## src/sv/bts_pkg.sv

```systemverilog
// Shared constants, types and register indexes of the bilinear texel sampler.
package bts_pkg;

  localparam int unsigned MAX_WIDTH  = 256;
  localparam int unsigned MAX_HEIGHT = 256;
  localparam int unsigned XW         = $clog2(MAX_WIDTH);
  localparam int unsigned YW         = $clog2(MAX_HEIGHT);
  localparam int unsigned ADDR_W     = XW + YW;
  localparam int unsigned DEPTH      = MAX_WIDTH * MAX_HEIGHT;
  localparam int unsigned DIM_W      = 9;
  localparam int unsigned PER_W      = DIM_W + 1;
  localparam int unsigned REM_W      = DIM_W;
  localparam int unsigned CRD_W      = 32;
  localparam int unsigned SX_W       = CRD_W + PER_W - 1;
  localparam int unsigned FRAC_W     = 16;
  localparam int unsigned TAP_W      = SX_W - FRAC_W;
  localparam int unsigned MAG_W      = TAP_W - 1;
  localparam int unsigned DIG_W      = 4;
  localparam int unsigned NSTEP      = MAG_W / DIG_W;
  localparam int unsigned FOLD_LAT   = NSTEP + 2;
  localparam int unsigned CH_W       = 8;
  localparam int unsigned N_CH       = 4;
  localparam int unsigned TEXEL_W    = CH_W * N_CH;
  localparam int unsigned IN_DATA_W  = 2 * CRD_W + XW + YW + TEXEL_W;
  localparam int unsigned CFG_IDX_W  = 2;
  localparam int unsigned CFG_DATA_W = DIM_W;

  localparam logic [SX_W-1:0] HALF_TEXEL = SX_W'(32768);

  localparam logic OP_WRITE  = 1'b0;
  localparam logic OP_SAMPLE = 1'b1;

  localparam logic [CFG_IDX_W-1:0] REG_WIDTH  = 2'd0;
  localparam logic [CFG_IDX_W-1:0] REG_HEIGHT = 2'd1;
  localparam logic [CFG_IDX_W-1:0] REG_MODE_U = 2'd2;
  localparam logic [CFG_IDX_W-1:0] REG_MODE_V = 2'd3;

  typedef struct packed {
    logic valid;
    logic sample;
  } ctl_t;

  typedef struct packed {
    ctl_t              ctl;
    logic [XW-1:0]     wx;
    logic [YW-1:0]     wy;
    logic [TEXEL_W-1:0] rgba;
    logic [FRAC_W-1:0] fx;
    logic [FRAC_W-1:0] fy;
  } side_t;

endpackage

```

## src/sv/bts_fold.sv

```systemverilog
// Pipelined tap folding: floor modulo by the period, then wrap or mirror.
module bts_fold import bts_pkg::*; (
  input  logic                    clk_i,
  input  logic                    en_i,
  input  logic signed [TAP_W-1:0] tap_i,
  input  logic [DIM_W-1:0]        size_i,
  input  logic                    mirror_i,
  output logic [XW-1:0]           a0_o,
  output logic [XW-1:0]           a1_o
);

  function automatic logic [REM_W-1:0] mod_step(input logic [REM_W-1:0] rem,
                                                input logic [DIG_W-1:0] dig,
                                                input logic [PER_W-1:0] per);
    logic [PER_W-1:0] t;
    logic [REM_W-1:0] r;
    r = rem;
    for (int i = DIG_W - 1; i >= 0; i--) begin
      t = {r, dig[i]};
      if (t >= per) begin
        t = t - per;
      end
      r = t[REM_W-1:0];
    end
    return r;
  endfunction

  function automatic logic [XW-1:0] reflect(input logic [REM_W-1:0] a,
                                            input logic [DIM_W-1:0] size,
                                            input logic [PER_W-1:0] per,
                                            input logic mirror);
    logic [PER_W-1:0] t;
    t = {1'b0, a};
    if (mirror && (a >= size)) begin
      t = per - PER_W'(1) - {1'b0, a};
    end
    return t[XW-1:0];
  endfunction

  logic [PER_W-1:0] period;
  logic             neg_q [NSTEP+1];
  logic [MAG_W-1:0] mag_q [NSTEP];
  logic [REM_W-1:0] rem_q [NSTEP+1];
  logic [TAP_W-1:0] neg_tap;
  logic [REM_W-1:0] r0, r1;
  logic [PER_W-1:0] r1n;
  logic [XW-1:0]    a0_q, a1_q;

  assign period  = mirror_i ? {size_i, 1'b0} : {1'b0, size_i};
  assign neg_tap = -tap_i;

  always_ff @(posedge clk_i) begin
    if (en_i) begin
      neg_q[0] <= tap_i[TAP_W-1];
      mag_q[0] <= tap_i[TAP_W-1] ? neg_tap[MAG_W-1:0] : tap_i[MAG_W-1:0];
      rem_q[0] <= '0;
      for (int s = 1; s <= NSTEP; s++) begin
        neg_q[s] <= neg_q[s-1];
        rem_q[s] <= mod_step(rem_q[s-1], mag_q[s-1][MAG_W-1-DIG_W*(s-1) -: DIG_W], period);
      end
      for (int s = 1; s < NSTEP; s++) begin
        mag_q[s] <= mag_q[s-1];
      end
      a0_q <= reflect(r0, size_i, period, mirror_i);
      a1_q <= reflect(r1, size_i, period, mirror_i);
    end
  end

  always_comb begin
    r0 = rem_q[NSTEP];
    if (neg_q[NSTEP] && (rem_q[NSTEP] != '0)) begin
      r0 = REM_W'(period - {1'b0, rem_q[NSTEP]});
    end
    r1n = {1'b0, r0} + PER_W'(1);
    r1  = (r1n == period) ? '0 : r1n[REM_W-1:0];
  end

  assign a0_o = a0_q;
  assign a1_o = a1_q;

endmodule

```

## config.mk

```make
export PLATFORM = sky130hd
export DESIGN_NAME = bts_fold
export DESIGN_NICKNAME = d
export VERILOG_FILES = /design/src/sv/bts_pkg.sv /design/src/sv/bts_fold.sv
export SDC_FILE = /design/constraint.sdc
export NUM_CORES = 1
export LEC_CHECK = 0
export BUFFER_PORTS_ARGS = -buffer_cell sky130_fd_sc_hd__buf_2
export CORE_MARGIN = 4
export CORE_UTILIZATION = 50
export DETAILED_ROUTE_END_ITERATION = 10
export PLACE_DENSITY = 0.66
export SLEW_MARGIN = 0
export SYNTH_ARGS = -nofsm -noshare
export SYNTH_HDL_FRONTEND = slang
export SYNTH_SLANG_ARGS = --single-unit
```

## constraint.sdc

```tcl
create_clock -name clk_i -period 21.5 [get_ports clk_i]
set_input_delay 4.3 -clock clk_i [delete_from_list [all_inputs] [get_ports clk_i]]
set_output_delay 4.3 -clock clk_i [all_outputs]
set_load 0.005 [all_outputs]
```

==> results of run 1 <==
## worst max-delay path: cells and delay by family
family | cells | cell delay, ns
multiplexers | 4 | 1.57
AND/OR/NAND/NOR | 5 | 0.65
AO/OA/AOI/OAI | 19 | 6.12
buffers and inverters | 3 | 1.23
adder cells (fa/ha/maj) | 4 | 1.52
## area by class of cell
class	instances	area (µm²)	share of cell area, %
clock buffers	17	425	2.11
clock inverters	15	195	0.969
inverters	225	845	4.19
multi-input cells	1639	12900	64.1
flip-flops and latches	161	4830	24.0
well taps	468	586	2.91
repair buffers	64	357	1.77
## metal layers
| layer | share of wire [%] | up-vias |
|---|---|---|
| met5 | 0 | - |
| met4 | 2.8 | 0 |
| met3 | 5.4 | 82 |
| met2 | 45 | 370 |
| met1 | 47 | 7169 |
| li1 | - | 7595 |
## through the flow
stage	setup slack, ns	hold WS, ns
floorplan	5.97	0.400
global placement	6.22	0.401
CTS	6.37	0.415
finish	6.30	0.416
global route	5.44	0.423
detailed placement	6.00	0.405
## placed cells by master (no fill, tap or decap), types with 8 or more instances in the layout
| cell | n |
|---|---|
| a211oi_1 | 11 |
| a21boi_0 | 45 |
| a21o_1 | 64 |
| a21oi_1 | 139 |
| a31oi_1 | 14 |
| and3_1 | 11 |
| buf_2 | 51 |
| buf_4 | 12 |
| clkbuf_16 | 17 |
| edfxtp_1 | 161 |
| fa_1 | 26 |
| ha_1 | 276 |
| inv_1 | 219 |
| mux2_2 | 120 |
| mux2i_1 | 30 |
| nand2_1 | 116 |
| nand2b_1 | 29 |
| nand3_1 | 27 |
| nand4_1 | 47 |
| nor2_1 | 136 |
| nor2b_1 | 44 |
| nor3_1 | 19 |
| nor3b_1 | 17 |
| o21a_1 | 20 |
| o21ai_0 | 141 |
| o21bai_1 | 13 |
| o22ai_1 | 12 |
| o31ai_1 | 25 |
| or2_2 | 8 |
| or3_1 | 18 |
| or4_1 | 11 |
| xnor2_1 | 110 |
| xor2_1 | 40 |
## logic make-up after synthesis
group           Yosys count  share of synthesized area, %
compound gates          541                          18.4
simple gates            495                          13.3
mux                     151                          8.91
flops                   161                          25.9
fa+ha+maj               302                          21.3
buf+inv                 248                          5.09
xor+xnor                150                          7.05
## how the worst max path moves through the flow
stage / from / end / slack, ns / cells past startpoint
floorplan: mirror_i / rem_q[3][2]$_DFFE_PP_ / 5.97 / 37
CTS: mirror_i / rem_q[2][2]$_DFFE_PP_ / 6.37 / 35
finish: mirror_i / rem_q[3][2]$_DFFE_PP_ / 6.30 / 35
global placement: mirror_i / rem_q[2][6]$_DFFE_PP_ / 6.22 / 38
global route: mirror_i / rem_q[3][1]$_DFFE_PP_ / 5.44 / 40
detailed placement: mirror_i / rem_q[2][7]$_DFFE_PP_ / 6.00 / 38
## registers in the layout, indices dropped and copies added (netlist names)
register  flops
rem_q        54
neg_q         7
a1_o          8
mag_q        84
a0_o          8
==> key figures, run 1 <==
Critical path
  – WP data arrival: 15.40 ns
  – Setup crit end kind: flip-flop
  – Worst r2r src: mag_q[2][15]$_DFFE_PP_
  – Crit-path max FO: 22
  – Worst EP required: around 22 ns
  – Internal reg-to-reg setup slack: 10.78 ns
  – Most Frequent Cell on Critical Path: a21oi_1
  – Max incr delay on CP: ~0.79 ns
  – Setup CP Type: input port to flip-flop
  – Worst reg2reg endpoint: rem_q[3][2]$_DFFE_PP_
  – Crit-path slowest cell: a21oi_1
  – Reg2Reg Depth: 35
  – Critical Path Start Type: input port

Outcome
  – Status: complete, no violations

Synthesis
  – Ys Warns: 0
  – Area leader, netlist: edfxtp_1
  – Number of synthesized flops with an enable pin: 161
  – Primary FF master, synth: edfxtp_1
  – Yosys reg bits: 161
  – Netlist Area Pre-Place: 18,600 µm²
  – Synth cell types: 68
  – Syn avg cell area: 9.10 µm²
  – Top-count cell post-synth: ha_1
  – Post-synth top cells: 276 x ha_1, 219 x inv_1, 161 x edfxtp_1
  – Register area share after synthesis: between 20 and 30%
  – Top-area cell type share of the netlist area: 25.9%
  – Syn_nets: 2,387
  – Largest cells by area after synthesis: edfxtp_1 26%, ha_1 19%, mux2_2 7.2%
  – Ys async rst share: 0%
  – Mapped Cells: 2,048

STA
  – Setup TNS: 0 ns
  – Final Cycle Share: 70.7%
  – Final Max Tran Viols: 0
  – Fin. Hold Viols: 0
  – Fin Clk Skew: approximately 0.01 ns
  – RSZ-0062 raised after global routing: no
  – Min Tclk post-route: 15.20 ns
  – Fmax: about 0.066 GHz
  – Worst-Margin Slew: 1.02 ns
  – Max-slew headroom: 32.2%
  – # setup viols final: 0

GRT
  – Most used routing layer: met2
  – Met2 usage in global routing: a little over a third
  – First-pass GRT wire length: 73,600 µm
  – GRT Util Overall: ~22%
  – M3 GR Usage: 3.73%
  – Vias in the first global route: 14.7k
  – Pin count of the biggest net entering global routing: 83
  – GRT Residual Overflow: 0
  – Antenna violations before repair: 0
  – Met1 Track Usage GR: 30.3%

Hold path
  – HP Start: mag_q[2][11]$_DFFE_PP_
  – Hold Path Class: flip-flop to flip-flop
  – WHS Path Cells: 0
  – Worst hold path endpoint: mag_q[3][11]$_DFFE_PP_

Placed design
  – Dpl cells: 2,557
  – Detailed Place HPWL: approximately 33,000 µm
  – Input/output buffers: between 50 and 60
  – Routability cong.: 0.902
  – Dpl cell area: slightly below 20,000 µm²

Route
  – Total number of vias: 15.2k
  – Initial DRC Count: 932
  – Post-Route WL: 45,400 µm
  – Routed Antenna Nets: 0
  – Routed len/inst: 17.5 µm
  – DR pass1 iterations: 6
  – DR DRC count: 0
  – Vias per inst: 5.88

Die
  – Die height: 201 µm
  – Effective utilization at floorplan: 50.8%
  – Core ar.: 36,700 µm²
  – I/O pins: 53
  – Die area: about 40,000 µm²
  – Die W: 201 µm
  – Row Count: 70

Clock network
  – CTS-repair resized insts: 0
  – TritonCTS clock tree: done
  – Clock Tree Buf Depth: 2
  – Post-CTS Hold Buffers: 0
  – Reg clk slew, reported paths: 0.08 ns
  – Clock Latency Late Sink: 0.45 ns
  – Clock Sinks: ~160
  – Total CTS buffers: 17
  – Setup Buffers After CTS: 0
  – Root buf cell: clkbuf_16
  – H-tree depth: 4

Layout
  – Area growth, synth to finish: 8.08%
  – Layout cell share with drive strength beyond 1: 11.7%
  – Final std cells w/o fill: approximately 2.6k
  – Fin nets: 2,447
  – N_diodes: 0
  – FILL cells: 3,244
  – Final Instance Area: 20,100 µm²
  – Final design utilization: approximately 55%

Run
  – Max-cap viol count: 0
Power of run 1 is not shown: default switching activity piles up to over one toggle a cycle in this logic, so the estimate is an artifact.
==> run 2, diff against run 1 <==
clock period = 14.8 ns   (was 21.5 ns; I/O delays follow)
==> run 2 against run 1 <==
Via count about the same. Utilization increased by 0.23 points. Wire length increased by 1.4%. First-iteration DRC count increased by 5.2%. Sequential share of layout area decreased by 0.099 points. Non-clock buffer count increased by 14. Clock-buffer cell count increased by 1. Clock skew increased by 0.0068 ns. Critical path depth increased by 2. Final area increased by 0.42%. Register-to-register slack got worse by 6.2 ns.
==> key figures, run 2 (same netlist as run 1, synthesis figures left out) <==
STA
  – Fin Clk Skew: 0.0168 ns (was 0.00997 ns)
  – Worst-Margin Slew: 1.02 ns (about the same)
  – # setup viols final: 0 (unchanged)
  – RSZ-0062 raised after global routing: no (unchanged)
  – Setup TNS: 0 ns (unchanged)
  – Max-slew headroom: 32.0% (was 32.2%)
  – Fmax: roughly 0.074 GHz
  – Final Cycle Share: 91.0%
  – Fin. Hold Viols: 0 (unchanged)
  – Final Max Tran Viols: 0 (unchanged)
  – WHS: 0.413 ns (was 0.416 ns)
  – Min Tclk post-route: 13.46 ns

Critical path
  – Worst EP required: 15.01 ns (was 21.70 ns)
  – Most Frequent Cell on Critical Path: a21oi_1 (unchanged)
  – Crit path launch: mirror_i (unchanged)
  – Setup CP Type: input port to flip-flop (unchanged)
  – Worst r2r src: mag_q[3][11]$_DFFE_PP_ (was mag_q[2][15]$_DFFE_PP_)
  – Crit-path slowest cell: a21oi_1 (unchanged)
  – WP data arrival: 13.67 ns (was 15.40 ns)
  – Setup crit end kind: flip-flop (unchanged)
  – Crit-path max FO: 22 (unchanged)
  – Max incr delay on CP: 0.80 ns (was 0.79 ns)
  – Critical Path Start Type: input port (unchanged)

Hold path
  – Hold Path Class: flip-flop to flip-flop (unchanged)
  – HP Start: mag_q[1][14]$_DFFE_PP_ (was mag_q[2][11]$_DFFE_PP_)

Layout
  – Largest register FFs: 84 (unchanged)
  – Layout cell share with drive strength beyond 1: 12.2% (was 11.7%)
  – Final Instance Area: 20,200 µm² (was 20,100 µm²)
  – Leading cell types in the layout, fill and taps excluded: 276 x ha_1, 219 x inv_1, 161 x edfxtp_1 (unchanged)
  – Fin nets: 2,461 (was 2,447)
  – Final std cells w/o fill: 2,603 (was 2,589)
  – Most common cell after layout, fill and taps aside: ha_1 (unchanged)
  – Area growth, synth to finish: 8.52% (was 8.08%)
  – Reg with most FFs: mag_q (unchanged)
  – Top flop regs: mag_q x84, rem_q x54 (unchanged)
  – N_diodes: 0 (unchanged)

Clock network
  – Clock Sinks: 161 (unchanged)
  – CTS-repair resized insts: 0 (unchanged)
  – Total CTS buffers: 17 (unchanged)
  – Root buf cell: clkbuf_16 (unchanged)
  – TritonCTS clock tree: done (unchanged)
  – Clock Latency Late Sink: 0.46 ns (was 0.45 ns)
  – Reg clk slew, reported paths: 0.07 ns (was 0.08 ns)
  – H-tree depth: 4 (unchanged)
  – Setup Buffers After CTS: 0 (unchanged)
  – Clock Tree Buf Depth: 2 (unchanged)
  – Post-CTS Hold Buffers: 0 (unchanged)

GRT
  – Vias in the first global route: 14.6k (was 14.7k)
  – GRT Residual Overflow: 0 (unchanged)
  – GRT Util Overall: 22.5% (was 22.2%)
  – Pin count of the biggest net entering global routing: 92 (was 83)
  – Antenna violations before repair: 1 (was 0)
  – First-pass GRT wire length: 74,600 µm (was 73,600 µm)

Placed design
  – Routability cong.: 0.889 (was 0.902)
  – Dpl cells: 2,571 (was 2,557)
  – Dpl cell area: 19,600 µm² (was 19,500 µm²)
  – Detailed Place HPWL: 35,200 µm (was 33,300 µm)
  – Input/output buffers: 52 (unchanged)

Die
  – Effective utilization at floorplan: 50.8% (unchanged)
  – Core ar.: 36,700 µm² (unchanged)
  – Die height: 201 µm (unchanged)
  – I/O pins: 53 (unchanged)
  – Die area: 40,400 µm² (unchanged)
  – Row Count: 70 (unchanged)
  – Die W: 201 µm (unchanged)

Run
  – Max-cap viol count: 0 (unchanged)

Route
  – Routed len/inst: 17.7 µm (was 17.5 µm)
  – DR pass1 iterations: 5 (was 6)
  – Vias per inst: 5.85 (was 5.88)
  – Post-Route WL: 46,000 µm (was 45,400 µm)
  – DR DRC count: 0 (unchanged)
  – Routed Antenna Nets: 0 (unchanged)
  – Initial DRC Count: 980 (was 932)
  – Total number of vias: 15.2k (about the same)

Outcome
  – Status: complete, no violations (unchanged)
-- run 2: cell count changes in the layout (fill, tap and decap cells not counted) --
cell,previous run,this run
buf_4,12,26
inv_8,4,3
clkinv_2,1,0
clkbuf_1,0,1
bufinv_16,1,2
inv_6,1,4
clkinv_4,2,3
clkinvlp_4,1,2
clkinv_8,5,0
-- run 2: worst max-delay path, delay by kind of cell --
| family | cells | cell delay, ns |
|---|---|---|
| buf+inv | 4 | 1.25 |
| compound gates | 19 | 5.42 |
| mux | 4 | 1.45 |
| fa+ha+maj | 5 | 1.84 |
| simple gates | 5 | 0.73 |
-- run 2: routing by layer --
layer | GRT usage (%) | share of wire (%) | vias up | routed length [µm]
met2 | 36.8 | 45 | 388 | 20900
met1 | 31.6 | 47 | 7136 | 21700
li1 | - | - | 7647 | -
met4 | 5.85 | 1.8 | 0 | 846
met3 | 3.04 | 5.5 | 59 | 2540
met5 | 0 | 0 | - | 0
-- run 2: stage by stage --
step	utilization [%]	setup WS [ns]
floorplan	-	0.612
global placement	53.5	1.41
detailed placement	53.5	1.00
CTS	55.1	1.39
global route	55.1	0.472
finish	55.1	1.34
-- run 2: final cells by class --
cell class / count / area (µm²)
inverter: 225 / 845
multi-input combinational: 1639 / 12900
fill: 3278 / 16500
clock buffer: 18 / 429
timing repair buffer: 78 / 462
clock inverter: 14 / 170
sequential: 161 / 4830
tap: 468 / 586
-- run 2: final timing paths --
| check | to | cells past startpoint | slack (ns) |
|---|---|---|---|
| worst max-delay path | rem_q[4][5]$_DFFE_PP_ | 37 | 1.34 |
| worst min-delay path | mag_q[2][14]$_DFFE_PP_ | 0 | 0.41 |
| worst max register to register | rem_q[4][5]$_DFFE_PP_ | 35 | 4.57 |
| worst min register to register | mag_q[2][14]$_DFFE_PP_ | 0 | 0.41 |
Power of run 2 is left out for the same reason.
==> run 3, diff against run 2 <==
CORE_UTILIZATION = 55   (was 50)
PLACE_DENSITY = 0.72   (was 0.66)
==> run 3 against run 2 <==
Critical path depth decreased by 3. Maximum frequency grew 1.3%. Worst hold slack got worse by 0.0063 ns.
==> key figures, run 3 (same netlist as run 1, synthesis figures left out) <==
Critical path
  – WP data arrival: 13.50 ns (was 13.67 ns)
  – Critical Path Start Type: input port (unchanged)
  – Critical Path End: rem_q[5][7]$_DFFE_PP_ (was rem_q[4][5]$_DFFE_PP_)
  – Worst EP required: 15.01 ns (about the same)
  – Crit-path slowest cell: a21oi_1 (unchanged)
  – Reg2Reg Depth: 35 (unchanged)
  – Most Frequent Cell on Critical Path: a21oi_1 (unchanged)
  – Worst r2r src: mag_q[4][7]$_DFFE_PP_ (was mag_q[3][11]$_DFFE_PP_)
  – Crit path launch: mirror_i (unchanged)
  – Max incr delay on CP: 0.90 ns (was 0.80 ns)
  – Setup crit end kind: flip-flop (unchanged)
  – Worst reg2reg endpoint: rem_q[5][7]$_DFFE_PP_ (was rem_q[4][5]$_DFFE_PP_)
  – Crit-path max FO: 22 (unchanged)
  – Setup CP Type: input port to flip-flop (unchanged)
  – Internal reg-to-reg setup slack: 4.52 ns (was 4.57 ns)

GRT
  – M3 GR Usage: 3.64% (was 3.04%)
  – Met2 usage in global routing: 41.4% (was 36.8%)
  – Antenna violations before repair: 0 (was 1)
  – Pin count of the biggest net entering global routing: 82 (was 92)
  – GRT Residual Overflow: 0 (unchanged)
  – Vias in the first global route: 15.0k (was 14.6k)
  – Most used routing layer: met2 (unchanged)
  – GRT Util Overall: 24.9% (was 22.5%)
  – Met1 Track Usage GR: 33.9% (was 31.6%)
  – First-pass GRT wire length: 74,300 µm (was 74,600 µm)

STA
  – Min Tclk post-route: 13.29 ns (was 13.46 ns)
  – Fin. Hold Viols: 0 (unchanged)
  – Fmax: 0.0752 GHz (was 0.0743 GHz)
  – Fin Clk Skew: 0.0219 ns (was 0.0168 ns)
  – Final Cycle Share: 89.8% (was 91.0%)
  – RSZ-0062 raised after global routing: no (unchanged)
  – Max-slew headroom: 24.8% (was 32.0%)
  – # setup viols final: 0 (unchanged)
  – Setup TNS: 0 ns (unchanged)
  – Final Max Tran Viols: 0 (unchanged)
  – Worst-Margin Slew: 1.13 ns (was 1.02 ns)

Layout
  – Most common cell after layout, fill and taps aside: ha_1 (unchanged)
  – Sequential Area: 4830 µm² (unchanged)
  – Layout cell share with drive strength beyond 1: 12.0% (was 12.2%)
  – N_diodes: 0 (unchanged)
  – Area growth, synth to finish: 8.11% (was 8.52%)
  – Reg with most FFs: mag_q (unchanged)
  – Largest register FFs: 84 (unchanged)
  – Top flop regs: mag_q x84, rem_q x54 (unchanged)
  – Multi-input gate area: 12,900 µm² (unchanged)
  – FILL cells: 2,864 (was 3,278)
  – Fin nets: 2,458 (was 2,461)
  – Leading cell types in the layout, fill and taps excluded: 276 x ha_1, 219 x inv_1, 161 x edfxtp_1 (unchanged)

Route
  – DR pass1 iterations: 6 (was 5)
  – Initial DRC Count: 1,199 (was 980)
  – Total number of vias: 15.4k (was 15.2k)
  – Post-Route WL: 45,400 µm (was 46,000 µm)
  – Routed len/inst: 17.6 µm (was 17.7 µm)
  – Vias per inst: 5.98 (was 5.85)
  – DR DRC count: 0 (unchanged)
  – Routed Antenna Nets: 0 (unchanged)

Outcome
  – Status: complete, no violations (unchanged)

Die
  – Effective utilization at floorplan: 55.7% (was 50.8%)
  – Row Count: 67 (was 70)
  – Die height: 192 µm (was 201 µm)
  – Core ar.: 33,400 µm² (was 36,700 µm²)
  – Die area: 36,900 µm² (was 40,400 µm²)
  – I/O pins: 53 (unchanged)
  – Die W: 192 µm (was 201 µm)

Clock network
  – CTS-repair resized insts: 0 (unchanged)
  – Reg clk slew, reported paths: 0.08 ns (was 0.07 ns)
  – Post-CTS Hold Buffers: 0 (unchanged)
  – H-tree depth: 4 (unchanged)
  – Setup Buffers After CTS: 0 (unchanged)
  – Total CTS buffers: 17 (unchanged)
  – Clock Sinks: 161 (unchanged)
  – Clock Latency Late Sink: 0.45 ns (was 0.46 ns)
  – Clock Tree Buf Depth: 2 (unchanged)
  – TritonCTS clock tree: done (unchanged)
  – Root buf cell: clkbuf_16 (unchanged)

Run
  – Max-cap viol count: 0 (unchanged)

Placed design
  – Detailed Place HPWL: 34,300 µm (was 35,200 µm)
  – Input/output buffers: 52 (unchanged)
  – Routability cong.: 0.977 (was 0.889)

Hold path
  – WHS Path Cells: 0 (unchanged)
  – Hold Path Class: flip-flop to flip-flop (unchanged)
run 3: changes by cell type in the layout (fill, tap and decap cells not counted):
| cell | before | now |
|---|---|---|
| buf_12 | 0 | 1 |
| buf_4 | 26 | 22 |
| bufinv_16 | 2 | 1 |
| clkbuf_1 | 1 | 2 |
| clkinv_1 | 6 | 7 |
| clkinv_2 | 0 | 1 |
| clkinv_4 | 3 | 1 |
| clkinvlp_4 | 2 | 1 |
run 3: worst max-delay path, delay by kind of cell:
| kind | cells | cell delay, ns |
|---|---|---|
| compound gates | 20 | 6.26 |
| fa+ha+maj | 4 | 1.58 |
| buf+inv | 2 | 0.75 |
| mux | 4 | 1.45 |
| simple gates | 4 | 0.48 |
run 3: worst min-delay path by stage:
| stage | start | end |
|---|---|---|
| detailed placement | mag_q[1][3]$_DFFE_PP_ | mag_q[2][3]$_DFFE_PP_ |
| global route | mag_q[2][7]$_DFFE_PP_ | mag_q[3][7]$_DFFE_PP_ |
| global placement | mag_q[4][1]$_DFFE_PP_ | mag_q[5][1]$_DFFE_PP_ |
| CTS | mag_q[2][7]$_DFFE_PP_ | mag_q[3][7]$_DFFE_PP_ |
| floorplan | mag_q[0][0]$_DFFE_PP_ | mag_q[1][0]$_DFFE_PP_ |
| finish | mag_q[2][6]$_DFFE_PP_ | mag_q[3][6]$_DFFE_PP_ |
run 3: metal layers:
layer | routed length (µm) | vias to the layer above
met4 | 994 | 0
met5 | 0 | -
met3 | 2670 | 69
met2 | 20900 | 460
li1 | - | 7630
met1 | 20800 | 7256
run 3: area by class of cell:
| type | instances | area share, % |
|---|---|---|
| clock buffers | 19 | 2.15 |
| clock inverters | 12 | 0.615 |
| inverters | 225 | 4.19 |
| multi-input cells | 1639 | 64.0 |
| flip-flops and latches | 161 | 24.0 |
| well taps | 448 | 2.78 |
| repair buffers | 75 | 2.24 |
run 3: metrics by stage:
| step | area [µm²] | setup slack [ns] | instances | utilization [%] | hold slack, ns |
|---|---|---|---|---|---|
| finish | 20200 | 1.51 | 2579 | 60.2 | 0.407 |
| global route | 20200 | 0.750 | 2579 | 60.2 | 0.419 |
| CTS | 20200 | 1.70 | 2579 | 60.2 | 0.409 |
| detailed placement | 19600 | 1.27 | 2548 | 58.6 | 0.405 |
| global placement | 19600 | 1.45 | 2548 | 58.6 | 0.401 |
| floorplan | 18600 | 0.612 | 2048 | - | 0.400 |
Power of run 3 is left out for the same reason.
